==> src/lbcd_pkg.sv <==
package lbcd_pkg;

  // Default sizes
  localparam int unsigned DefEntries   = 16;
  localparam int unsigned DefStampBits = 32;

  localparam int unsigned IdBits    = 64;
  localparam int unsigned SlotBits  = 4;
  localparam int unsigned CountBits = 32;

  // Request kinds
  localparam logic REQ_GET = 1'b0;
  localparam logic REQ_PUT = 1'b1;

  typedef enum logic [2:0] {
    ST_HIT     = 3'd0,
    ST_MISS    = 3'd1,
    ST_UPDATE  = 3'd2,
    ST_INSERT  = 3'd3,
    ST_REPLACE = 3'd4,
    ST_REJECT  = 3'd5
  } status_e;

  typedef struct packed {
    logic [IdBits-1:0] node_id;
    logic [IdBits-1:0] block_id;
  } key_t;

  typedef struct packed {
    logic              req_type;
    logic [IdBits-1:0] node_id;
    logic [IdBits-1:0] block_id;
  } req_t;

  typedef struct packed {
    status_e              status;
    logic [SlotBits-1:0]  slot;
    logic [CountBits-1:0] query_total;
    logic [CountBits-1:0] hit_total;
  } rsp_t;

  // Finished lookup handed from the controller to the output stage
  typedef struct packed {
    status_e             status;
    logic [SlotBits-1:0] slot;
    logic                is_get;
  } done_t;

endpackage

==> src/lbcd_tag_mem.sv <==
module lbcd_tag_mem import lbcd_pkg::*; #(
  parameter int unsigned ENTRIES    = DefEntries,
  parameter int unsigned STAMP_BITS = DefStampBits,
  localparam int unsigned IdxW      = $clog2(ENTRIES)
) (
  input  logic                  clk_i,
  input  logic                  we_i,
  input  logic [IdxW-1:0]       waddr_i,
  input  key_t                  wkey_i,
  input  logic [STAMP_BITS-1:0] wstamp_i,
  input  logic                  re_i,
  input  logic [IdxW-1:0]       raddr_i,
  output key_t                  rkey_o,
  output logic [STAMP_BITS-1:0] rstamp_o
);

  key_t                  key_mem   [ENTRIES];
  logic [STAMP_BITS-1:0] stamp_mem [ENTRIES];

  // Write port
  always_ff @(posedge clk_i) begin
    if (we_i) begin
      key_mem[waddr_i]   <= wkey_i;
      stamp_mem[waddr_i] <= wstamp_i;
    end
  end

  // Registered read port
  always_ff @(posedge clk_i) begin
    if (re_i) begin
      rkey_o   <= key_mem[raddr_i];
      rstamp_o <= stamp_mem[raddr_i];
    end
  end

endmodule

==> src/lbcd_ctrl.sv <==
module lbcd_ctrl import lbcd_pkg::*; #(
  parameter int unsigned ENTRIES    = DefEntries,
  parameter int unsigned STAMP_BITS = DefStampBits,
  localparam int unsigned IdxW      = $clog2(ENTRIES),
  localparam int unsigned CntW      = $clog2(ENTRIES + 1)
) (
  input  logic                  clk_i,
  input  logic                  rst_ni,
  input  logic                  in_valid_i,
  output logic                  in_ready_o,
  input  req_t                  in_req_i,
  output logic                  done_valid_o,
  input  logic                  done_ready_i,
  output done_t                 done_o,
  output logic                  mem_re_o,
  output logic [IdxW-1:0]       mem_raddr_o,
  input  key_t                  mem_rkey_i,
  input  logic [STAMP_BITS-1:0] mem_rstamp_i,
  output logic                  mem_we_o,
  output logic [IdxW-1:0]       mem_waddr_o,
  output key_t                  mem_wkey_o,
  output logic [STAMP_BITS-1:0] mem_wstamp_o
);

  localparam logic [1:0] S_IDLE   = 2'd0;
  localparam logic [1:0] S_SCAN   = 2'd1;
  localparam logic [1:0] S_DECIDE = 2'd2;
  localparam logic [1:0] S_DONE   = 2'd3;

  localparam logic [CntW-1:0]       FullCount = CntW'(ENTRIES);
  localparam logic [STAMP_BITS-1:0] StampMax  = '1;

  logic [1:0]            state_q, state_d;
  req_t                  req_q;
  logic [CntW-1:0]       filled_q;
  logic [STAMP_BITS-1:0] time_q;
  logic [IdxW-1:0]       rd_idx_q;
  logic                  found_q;
  logic [IdxW-1:0]       found_idx_q;
  logic [IdxW-1:0]       min_idx_q;
  logic [STAMP_BITS-1:0] min_stamp_q;
  status_e               res_status_q, res_status_d;
  logic [IdxW-1:0]       res_idx_d;

  logic in_fire;
  logic zero_id;
  logic scan_last;
  logic scan_match;
  logic put_wr_insert;
  key_t req_key;

  assign in_ready_o   = (state_q == S_IDLE);
  assign in_fire      = in_valid_i && in_ready_o;
  assign zero_id      = (in_req_i.node_id == '0) || (in_req_i.block_id == '0);
  assign req_key      = '{node_id: req_q.node_id, block_id: req_q.block_id};
  assign scan_match   = (mem_rkey_i == req_key);
  assign scan_last    = ((CntW'(rd_idx_q) + CntW'(1)) == filled_q);
  assign put_wr_insert = (filled_q != FullCount);

  // Issue one tag read per cycle while walking the filled entries
  always_comb begin
    mem_re_o    = 1'b0;
    mem_raddr_o = '0;
    if (state_q == S_IDLE) begin
      mem_re_o = in_fire && (filled_q != '0) &&
                 !((in_req_i.req_type == REQ_PUT) && zero_id);
    end else if (state_q == S_SCAN) begin
      mem_re_o    = !scan_last && !scan_match;
      mem_raddr_o = rd_idx_q + IdxW'(1);
    end
  end

  // Resolve the request and write the entry back on a get hit or a put
  always_comb begin
    mem_we_o     = 1'b0;
    mem_waddr_o  = '0;
    mem_wkey_o   = req_key;
    mem_wstamp_o = time_q;
    res_status_d = ST_MISS;
    res_idx_d    = '0;
    if (req_q.req_type == REQ_GET) begin
      if (found_q) begin
        mem_we_o     = 1'b1;
        res_status_d = ST_HIT;
        res_idx_d    = found_idx_q;
      end
    end else if (found_q) begin
      mem_we_o     = 1'b1;
      res_status_d = ST_UPDATE;
      res_idx_d    = found_idx_q;
    end else if (put_wr_insert) begin
      mem_we_o     = 1'b1;
      res_status_d = ST_INSERT;
      res_idx_d    = filled_q[IdxW-1:0];
    end else begin
      mem_we_o     = 1'b1;
      res_status_d = ST_REPLACE;
      res_idx_d    = min_idx_q;
    end
    mem_waddr_o = res_idx_d;
    if (state_q != S_DECIDE) begin
      mem_we_o = 1'b0;
    end
  end

  // Next state
  always_comb begin
    state_d = state_q;
    unique case (state_q)
      S_IDLE: begin
        if (in_fire) begin
          if ((in_req_i.req_type == REQ_PUT) && zero_id) begin
            state_d = S_DONE;
          end else if (filled_q == '0) begin
            state_d = S_DECIDE;
          end else begin
            state_d = S_SCAN;
          end
        end
      end
      S_SCAN: begin
        if (scan_match || scan_last) begin
          state_d = S_DECIDE;
        end
      end
      S_DECIDE: state_d = S_DONE;
      S_DONE: begin
        if (done_ready_i) begin
          state_d = S_IDLE;
        end
      end
      default: state_d = S_IDLE;
    endcase
  end

  // Control state: sequencer, fill count, time counter
  always_ff @(posedge clk_i or negedge rst_ni) begin
    if (!rst_ni) begin
      state_q  <= S_IDLE;
      filled_q <= '0;
      time_q   <= STAMP_BITS'(1);
    end else begin
      state_q <= state_d;
      if (mem_we_o) begin
        if (time_q != StampMax) begin
          time_q <= time_q + STAMP_BITS'(1);
        end
        if (res_status_d == ST_INSERT) begin
          filled_q <= filled_q + CntW'(1);
        end
      end
    end
  end

  // Request, scan results and result payload
  always_ff @(posedge clk_i) begin
    if (in_fire) begin
      req_q        <= in_req_i;
      rd_idx_q     <= '0;
      found_q      <= 1'b0;
      res_status_q <= ST_REJECT;
    end
    if (state_q == S_SCAN) begin
      if (scan_match) begin
        found_q     <= 1'b1;
        found_idx_q <= rd_idx_q;
      end
      if ((rd_idx_q == '0) || (mem_rstamp_i < min_stamp_q)) begin
        min_idx_q   <= rd_idx_q;
        min_stamp_q <= mem_rstamp_i;
      end
      rd_idx_q <= rd_idx_q + IdxW'(1);
    end
    if (state_q == S_DECIDE) begin
      res_status_q <= res_status_d;
      found_idx_q  <= res_idx_d;
    end
  end

  assign done_valid_o  = (state_q == S_DONE);
  assign done_o.status = res_status_q;
  assign done_o.slot   = ((res_status_q == ST_MISS) || (res_status_q == ST_REJECT)) ?
                         '0 : SlotBits'(found_idx_q);
  assign done_o.is_get = (req_q.req_type == REQ_GET);

  a_filled_bound: assert property (@(posedge clk_i) disable iff (!rst_ni)
    filled_q <= FullCount)
    else $error("fill count beyond capacity");

  a_scan_in_range: assert property (@(posedge clk_i) disable iff (!rst_ni)
    (state_q == S_SCAN) |-> (CntW'(rd_idx_q) < filled_q))
    else $error("scan past filled entries");

  a_time_monotonic: assert property (@(posedge clk_i) disable iff (!rst_ni)
    (state_q != S_IDLE) |=> (time_q >= $past(time_q)))
    else $error("time counter went backward");

  a_replace_when_full: assert property (@(posedge clk_i) disable iff (!rst_ni)
    (done_valid_o && (done_o.status == ST_REPLACE)) |-> (filled_q == FullCount))
    else $error("replacement while free entries remain");

endmodule

==> src/lru_block_cache_directory.sv <==
// Cache directory for (node id, block id) keys with least-recently-used
// replacement. Block data lives outside; the returned slot addresses it.
//
// Channels: requests enter on in_valid_i/in_ready_o carrying in_req_i
// (get or put plus the key); one result item per request leaves on
// out_valid_o/out_ready_i carrying out_rsp_o (status, slot, running
// get and hit totals).
// Timing: the controller reads one stored tag per cycle from a tag/stamp
// memory with one read and one write port, stopping at the first match.
// A request walks up to ENTRIES filled entries before it is decided; a
// rejected put skips the walk. One request is in work at a time, so a
// new request is not accepted until the last one has left the
// controller.
// Reset: empties the directory, sets the time counter to one and clears
// the totals; no memory clearing pass is needed.
// Stalls: the result register holds its item while out_ready_i is low;
// the next request is still accepted and worked, and waits only at its
// own completion until the register frees.
module lru_block_cache_directory import lbcd_pkg::*; #(
  parameter int unsigned ENTRIES    = DefEntries,
  parameter int unsigned STAMP_BITS = DefStampBits
) (
  input  logic clk_i,
  input  logic rst_ni,
  input  logic in_valid_i,
  output logic in_ready_o,
  input  req_t in_req_i,
  output logic out_valid_o,
  input  logic out_ready_i,
  output rsp_t out_rsp_o
);

  localparam int unsigned IdxW = $clog2(ENTRIES);
  localparam logic [CountBits-1:0] CountMax = '1;

  logic                  mem_re, mem_we;
  logic [IdxW-1:0]       mem_raddr, mem_waddr;
  key_t                  mem_rkey, mem_wkey;
  logic [STAMP_BITS-1:0] mem_rstamp, mem_wstamp;

  logic                 done_valid, done_ready, done_fire;
  done_t                done;
  logic                 out_valid_q;
  rsp_t                 out_rsp_q;
  logic [CountBits-1:0] query_q, query_d;
  logic [CountBits-1:0] hit_q, hit_d;

  lbcd_tag_mem #(
    .ENTRIES    (ENTRIES),
    .STAMP_BITS (STAMP_BITS)
  ) u_tag_mem (
    .clk_i    (clk_i),
    .we_i     (mem_we),
    .waddr_i  (mem_waddr),
    .wkey_i   (mem_wkey),
    .wstamp_i (mem_wstamp),
    .re_i     (mem_re),
    .raddr_i  (mem_raddr),
    .rkey_o   (mem_rkey),
    .rstamp_o (mem_rstamp)
  );

  lbcd_ctrl #(
    .ENTRIES    (ENTRIES),
    .STAMP_BITS (STAMP_BITS)
  ) u_ctrl (
    .clk_i        (clk_i),
    .rst_ni       (rst_ni),
    .in_valid_i   (in_valid_i),
    .in_ready_o   (in_ready_o),
    .in_req_i     (in_req_i),
    .done_valid_o (done_valid),
    .done_ready_i (done_ready),
    .done_o       (done),
    .mem_re_o     (mem_re),
    .mem_raddr_o  (mem_raddr),
    .mem_rkey_i   (mem_rkey),
    .mem_rstamp_i (mem_rstamp),
    .mem_we_o     (mem_we),
    .mem_waddr_o  (mem_waddr),
    .mem_wkey_o   (mem_wkey),
    .mem_wstamp_o (mem_wstamp)
  );

  assign done_ready = !out_valid_q || out_ready_i;
  assign done_fire  = done_valid && done_ready;

  // Saturating get and hit totals
  always_comb begin
    query_d = query_q;
    hit_d   = hit_q;
    if (done.is_get && (query_q != CountMax)) begin
      query_d = query_q + CountBits'(1);
    end
    if (done.is_get && (done.status == ST_HIT) && (hit_q != CountMax)) begin
      hit_d = hit_q + CountBits'(1);
    end
  end

  // Hold the result until taken; the totals advance only with finished gets
  always_ff @(posedge clk_i or negedge rst_ni) begin
    if (!rst_ni) begin
      out_valid_q <= 1'b0;
      query_q     <= '0;
      hit_q       <= '0;
    end else begin
      if (done_fire) begin
        out_valid_q <= 1'b1;
        query_q     <= query_d;
        hit_q       <= hit_d;
      end else if (out_ready_i) begin
        out_valid_q <= 1'b0;
      end
    end
  end

  always_ff @(posedge clk_i) begin
    if (done_fire) begin
      out_rsp_q.status      <= done.status;
      out_rsp_q.slot        <= done.slot;
      out_rsp_q.query_total <= query_d;
      out_rsp_q.hit_total   <= hit_d;
    end
  end

  assign out_valid_o = out_valid_q;
  assign out_rsp_o   = out_rsp_q;

endmodule
==> config.mk <==
export PLATFORM = sky130hd
export DESIGN_NAME = lru_block_cache_directory
export DESIGN_NICKNAME = d
export VERILOG_FILES = /design/src/lbcd_pkg.sv /design/src/lbcd_tag_mem.sv /design/src/lbcd_ctrl.sv /design/src/lru_block_cache_directory.sv
export SDC_FILE = /design/constraint.sdc
export NUM_CORES = 2
export LEC_CHECK = 0
export BUFFER_PORTS_ARGS = -buffer_cell sky130_fd_sc_hd__buf_4
export CORE_ASPECT_RATIO = 0.8
export CORE_MARGIN = 10
export CORE_UTILIZATION = 30
export DETAILED_ROUTE_END_ITERATION = 8
export PLACE_DENSITY = 0.45
export SLEW_MARGIN = 10
export SYNTH_ARGS = -nofsm -noshare
export SYNTH_HDL_FRONTEND = slang
export SYNTH_SLANG_ARGS = --single-unit
==> constraint.sdc <==
create_clock -name clk_i -period 12.4 [get_ports clk_i]
set_input_delay 0.62 -clock clk_i [delete_from_list [all_inputs] [get_ports clk_i]]
set_output_delay 0.62 -clock clk_i [all_outputs]
set_load 0.01 [all_outputs]
After elaboration in Yosys (flattened, before gate mapping)
Memories as Yosys holds them, arrays and structs flattened. A register that Yosys moved wholly into a read port is not among the register bits. Cells that the tools add are included.

Flip-flop bits (word level): 352. Latch bits: 0. Memory bits (writable): 2560. ROM bits: 0. Output and inout port bits: 73. Logic and storage cells: 117. Memories kept: 2.

Memory list: u_tag_mem.key_mem (depth 16, bits a word 128, read ports 1, clocked after Yosys merged registers in 1, wr ports 1, line lbcd_tag_mem.sv:17) `key_t key_mem [ENTRIES];`; u_tag_mem.stamp_mem (depth 16, bits a word 32, read ports 1, clocked after Yosys merged registers in 1, wr ports 1, line lbcd_tag_mem.sv:18) `logic [STAMP_BITS-1:0] stamp_mem [ENTRIES];`.

Add/sub/neg operators: 6. Multipliers: 0. Div/mod/pow operators: 0. Order comparisons: 1. Equal/unequal tests: 16. Shifts and indexed selects: 0. Mux-type cells: 37. Bitwise logic cells: 1. Reduce and logical (&&, ||, !) cells: 35.

Operator list (count): 128-bit equality test (1); 64-bit zero test (2); 32-bit by 1-bit adder with 32-bit output, second input constant (3); 32-bit inequality test, second input constant (3); 32-bit two-way mux (2); 4-bit two-way mux (11); 32-bit < comparator (1); 3-bit two-way mux (5); 1-bit two-way mux (13); 2-bit two-way mux (5); 2-bit nonzero test (5); 1-bit logical AND (9); 2-bit one-hot mux with 4 select lines (1); 2-bit AND reduction (4); 2-bit inequality test, second input constant (3); 4-bit by 1-bit adder with 5-bit output, second input constant (1); 5-bit by 1-bit adder with 5-bit output, second input constant (1); 5-bit equality test (1); 5-bit zero test (1); 1-bit logical OR (5); 5-bit inequality test, second input constant (1); 5-bit nonzero test (1); 4-bit by 1-bit adder with 4-bit output, second input constant (1); 2-bit equality test, second input constant (2); other kinds (11) (14).

Longest topological paths before layout
Depth after elaboration: 6. Mapped depth: 12. Gate-level depth less buffers: 9.

Hierarchy
A second synthesis with hierarchy kept.

Cells, all modules: 5645. Area total of the unflattened synthesis: 118657.6 sq um.

By module, submodules not included: lbcd_tag_mem (times used 1, cells each 4206, area each 101025.6 sq um, seq. area each 81678.3 sq um); lbcd_ctrl (times used 1, cells each 881, area each 11078.1 sq um, seq. area each 6282.3 sq um); lru_block_cache_directory (times used 1, cells each 558, area each 6553.8 sq um, seq. area each 3758.6 sq um).

Worst setup path after synthesis
Ideal clock, no wire load.

Kind: register to register. From: register u_ctrl.state_q[0]. To: register u_tag_mem.rkey_o[0] (netlist name). Library setup time: 0.736 ns. Arrival time: 9.577 ns. Path slack: 2.087 ns. Stages on the path, launching flop included: 8. Path buffers: 3. Path through: dfrtp_1 -> inv_1 -> ha_1 -> clkbuf_1 -> buf_1 -> buf_1 -> nand2_1 -> o22ai_1.

Cells in the longest elaborated chain, start to end: 5.

Ends and longest elaborated chain: from (decl) (line lbcd_ctrl.sv:33) `logic [1:0] state_q, state_d;`; from (signal assigned) (line lbcd_ctrl.sv:143) `state_q <= state_d;`; 2-bit zero test (*) (line lbcd_ctrl.sv:52) `assign in_ready_o = (state_q == S_IDLE);`; via in_ready_o (line lru_block_cache_directory.sv:26) `output logic in_ready_o,`; 1-bit logical AND (line lbcd_ctrl.sv:53) `assign in_fire = in_valid_i && in_ready_o;`; 1-bit logical AND (2 in a row) (line lbcd_ctrl.sv:65) `mem_re_o = in_fire && (filled_q != '0) &&`; 1-bit two-way mux (*) (line lbcd_ctrl.sv:64) `if (state_q == S_IDLE) begin`; via mem_re (line lru_block_cache_directory.sv:36) `logic mem_re, mem_we;`.

Mark *: on every way through the listed nets, which the timed path passes. The rest lies on a longest branch. A chain may end at the register's enable or synchronous reset.

Final worst setup path
From: register u_ctrl.state_q[1]. To: register u_tag_mem.rkey_o[44] (netlist name).

Cells in the longest elaborated chain, start to end: 5.

Ends and longest elaborated chain (line): 2-bit zero test (lbcd_ctrl.sv:52, lbcd_ctrl.sv:64); 1-bit logical AND (lbcd_ctrl.sv:53); 1-bit logical AND (2 in a row) (lbcd_ctrl.sv:65); 1-bit two-way mux (lbcd_ctrl.sv:64).

Several ways; a longest one is shown, not always the timed one.

==> results.sh <==
export IMPL_drc=0
export IMPL_slowest_stage="buf_4"
export IMPL_vias=76365
export IMPL_tns_ns=0
export IMPL_comb_power_share_pct=25.8
export IMPL_cp_max_fo=122
export IMPL_internal_cell_power_uw=20300
export IMPL_post_synth_num_cell_types=65
export IMPL_die_area_um2=427000
export IMPL_hold_path_startpoint="in_req_i[96]"
export IMPL_first_global_vias=74716
export IMPL_clockRootBuffer="clkbuf_16"
export IMPL_yosys_most_used_dff="edfxtp_1"
export IMPL_share_seq_of_total_power_pct=43.2
export IMPL_grt_use_met1_pct=25.9
export IMPL_maximum_number_of_pins_on_one_net_before_global_route_repair=153
export IMPL_htree_levels=5
export IMPL_avgRoutedWirePerCell_um=27.7
export IMPL_ys_warn_count=0
export IMPL_most_frequent_cells_after_synthesis="edfxtp_1, nand2_1, nand3_1"
export IMPL_net_switching_power_uw=10800
export IMPL_routed_wirelength_um=400000
export IMPL_sequential_to_total_area_share_from_yosys_stat_pct=76.3
export IMPL_post_synth_top_area_fraction_pct=74.1
export IMPL_grt_util_met3_pct=2.65
export IMPL_worst_path_most_repeated_cell="buf_4"
export IMPL_worstSetupStartpointType="register"
export IMPL_slowest_delay_ns=0.67
export IMPL_starting_density_of_the_core_pct=30.2
export IMPL_worst_skew_late_latency_ns=0.98
export IMPL_syn_num_nets=8798
export IMPL_post_route_min_period_ns=5.61
export IMPL_clockPowerShare_pct=30.9
export IMPL_synth_enable_flop_cells=2967
export IMPL_clock_fmax_mhz=178
export IMPL_cts_clk_slew_worst_paths_ns=0.06
export IMPL_slew_headroom_pct=12.9
export IMPL_reg2reg_slack_ns=6.79
export IMPL_post_synth_inst_count=8623
export IMPL_placement_io_buffers=205
export IMPL_synth_seq_cells=3072
export IMPL_rsz_0062_raised_after_global_routing="no"
export IMPL_route_antenna_remaining_nets=0
export IMPL_fillerInstances=38369
export IMPL_synth_area_per_cell_um2=13.9
export IMPL_power_static_leakage_uw=0.0458
export IMPL_synthArstFlopShare_pct=3.39
export IMPL_grt_pass1_wl_um=567000
export IMPL_worst_hold_path_type="input port to register"
export IMPL_globalplace_congestion=0.770
export IMPL_io_pins=206
export IMPL_cts_made_buffers=321
export IMPL_power_per_cell_area_nw_per_um2=223
export IMPL_nature_of_the_critical_path_endpoint="register"
export IMPL_core_footprint_um2=398000
export IMPL_synthToLayoutAreaGrowth_pct=16.2
export IMPL_top_usage_layer="met2"
export IMPL_overflow=0
export IMPL_synth_largest_area_cell="edfxtp_1"
export IMPL_setup_viol=0
export IMPL_first_pass_iters=6
export IMPL_cell_types_occupying_the_most_area_after_synthesis="edfxtp_1, nand2_1, a311oi_1, nand3_1, dfrtp_1"
export IMPL_tritoncts="done"
export IMPL_fp_dieH_um=586
export IMPL_fin_worst_skew_ns=0.0927
export IMPL_vdd_drop_max_mv=0.215
export IMPL_mappedNetlistArea_um2=120000
export IMPL_cp_required_ns=13.19
export IMPL_detailedRoute_firstIterationViolations=7774
export IMPL_resized_cells_post_cts=0
export IMPL_layout_nets=9038
export IMPL_timing_worst_slew_pin_value_ns=1.30
export IMPL_arrival_ns=6.40
export IMPL_die_width_um=728
export IMPL_hold_worst_slack_ns=0.0795
export IMPL_report_final_slew_viol_count=0
export IMPL_vias_per_cell=5.28
export IMPL_worstSetupPathType="register to register"
export IMPL_timing_hold_violations_final=0
export IMPL_final_layout_size_suffix_gt1_share_pct=9.89
export IMPL_critical_path_cell_chain="inv_1, ha_4, nor2b_1, nand2_4, buf_12, buf_4, buf_4, buf_4, nand2_1, a311oi_1, a311oi_1, a31oi_1"
export IMPL_post_synth_top_count_cell="edfxtp_1"
export IMPL_groute_layer_met2_usage_pct=28.7
export IMPL_power_switching_share_pct=34.7
export IMPL_final_area_um2=140000
export IMPL_globalRouteTotalUtil_pct=18.0
export IMPL_finalCritPeriodShare_pct=45.3
export IMPL_initial_antenna_violation_count=19
export IMPL_dpl_instance_area_um2=128000
export IMPL_detailedPlacementHpwl_um=196000
export IMPL_cp_startpoint="u_ctrl.state_q[1]"
export IMPL_max_cap_violations=0
export IMPL_placementRows=207
export IMPL_result_of_the_run="finished, final reports clean"
export IMPL_cts_buffer_depth=4
export IMPL_worst_r2r_startpoint="u_ctrl.state_q[1]"
export IMPL_cts_sink_count=3072
routing by layer:
layer  routed length [um]  up-vias
met1               182000    39941
li1                     -    33167
met2               182000     2764
met3                26000      491
met5                   19        -
met4                 9440        2
flip-flops by register name (all words and copies together) (netlist names), 71 cells and up:
register and flops:
out_rsp_o 71, u_tag_mem.key_mem 2048, u_ctrl.mem_wkey_o 128, u_tag_mem.rkey_o 128, u_tag_mem.stamp_mem 512
layout make-up:
class	count	area, um2	share of cell area [%]
repair buffers	502	4480	3.20
clock inverters	173	1740	1.24
clock buffers	407	8530	6.10
well taps	5329	6670	4.77
diodes	2	5.00	0.00358
multi-input cells	4912	26400	18.9
flip-flops and latches	3072	91700	65.6
inverters	54	218	0.156
metrics by stage:
step                      util [%]  cells  worst slack [ns]  power (uW)
final                         35.1  14451              6.79       31100
after global routing          35.1  14450              6.50       32500
after CTS                     35.1  14449              6.81       31400
after detailed placement      32.2  13740              6.79       21700
after global placement        32.2  13739              6.79       21600
after floorplan                  -   8623              2.09       18200
critical path, delay by kind of cell (launching register included):
family          cells  cell delay [ns]
buf+inv             5             2.72
fa+ha+maj           1             0.65
compound gates      3             0.61
simple gates        3             0.92
flops               1             0.41
placed cells by master, fill, tap and decap left out, drive strengths merged, types with 3 or more instances in the layout:
cell type,instances
and3,94
nand4,51
xor2,189
buf,373
xnor2,100
dfrtp,103
a311oi,393
nand3,587
inv,67
o21a,5
nor4,71
clkinv,126
a31oi,163
nand2b,12
clkinvlp,7
ha,42
a31o,3
nor2,478
nor2b,6
or3,5
clkbuf,407
edfxtp,2967
a21oi,93
nand2,1464
nor3,442
mux2,4
and2,9
and4,9
a211oi,5
or2,6
dlygate4sd3,129
o22ai,182
bufinv,27
o21ai,476
power groups by stage:
stage          clock [uW]  sequential, uW  combinational (uW)
5_1_grt             10300           13600                8650
6_report             9620           13500                8040
3_3_place_gp            0           13600                7970
4_1_cts              9830           13500                8060
2_1_floorplan           0           13600                4560
3_5_place_dp            0           13700                7990
what timing repair did:
item | CTS | global route
hold buffers | 129 | 0
buffers inserted | 0 | 0
endpoints found under the hold margin | 183 | 0
logic make-up (layout without fill, tap and decap cells):
logic type                 after synthesis  after routing  share of synthesized area [%]
and+or+nand+nor                       3241           3241                           11.8
DFF                                   3072           3072                           76.3
AOI/OAI and AO/OA                     1333           1333                           7.22
buffers and inverters                  639           1136                           2.04
xor gates and xnor gates               289            289                           2.10
adders and majority gates               42             42                          0.437
muxes                                    7              7                         0.0832
other                                    0              2                              0
final timing paths:
check                           cells past startpoint                endpoint
worst max-delay path                               12    u_tag_mem.rkey_o[44]
worst min-delay path                                1   u_ctrl.mem_wkey_o[96]
max in group asynchronous                           3  u_ctrl.mem_wstamp_o[4]
worst max register to register                     12    u_tag_mem.rkey_o[44]
worst min register to register                      0   u_ctrl.min_stamp_q[8]
min in group asynchronous                           2               hit_q[15]
(Power assumes the default switching activity.)
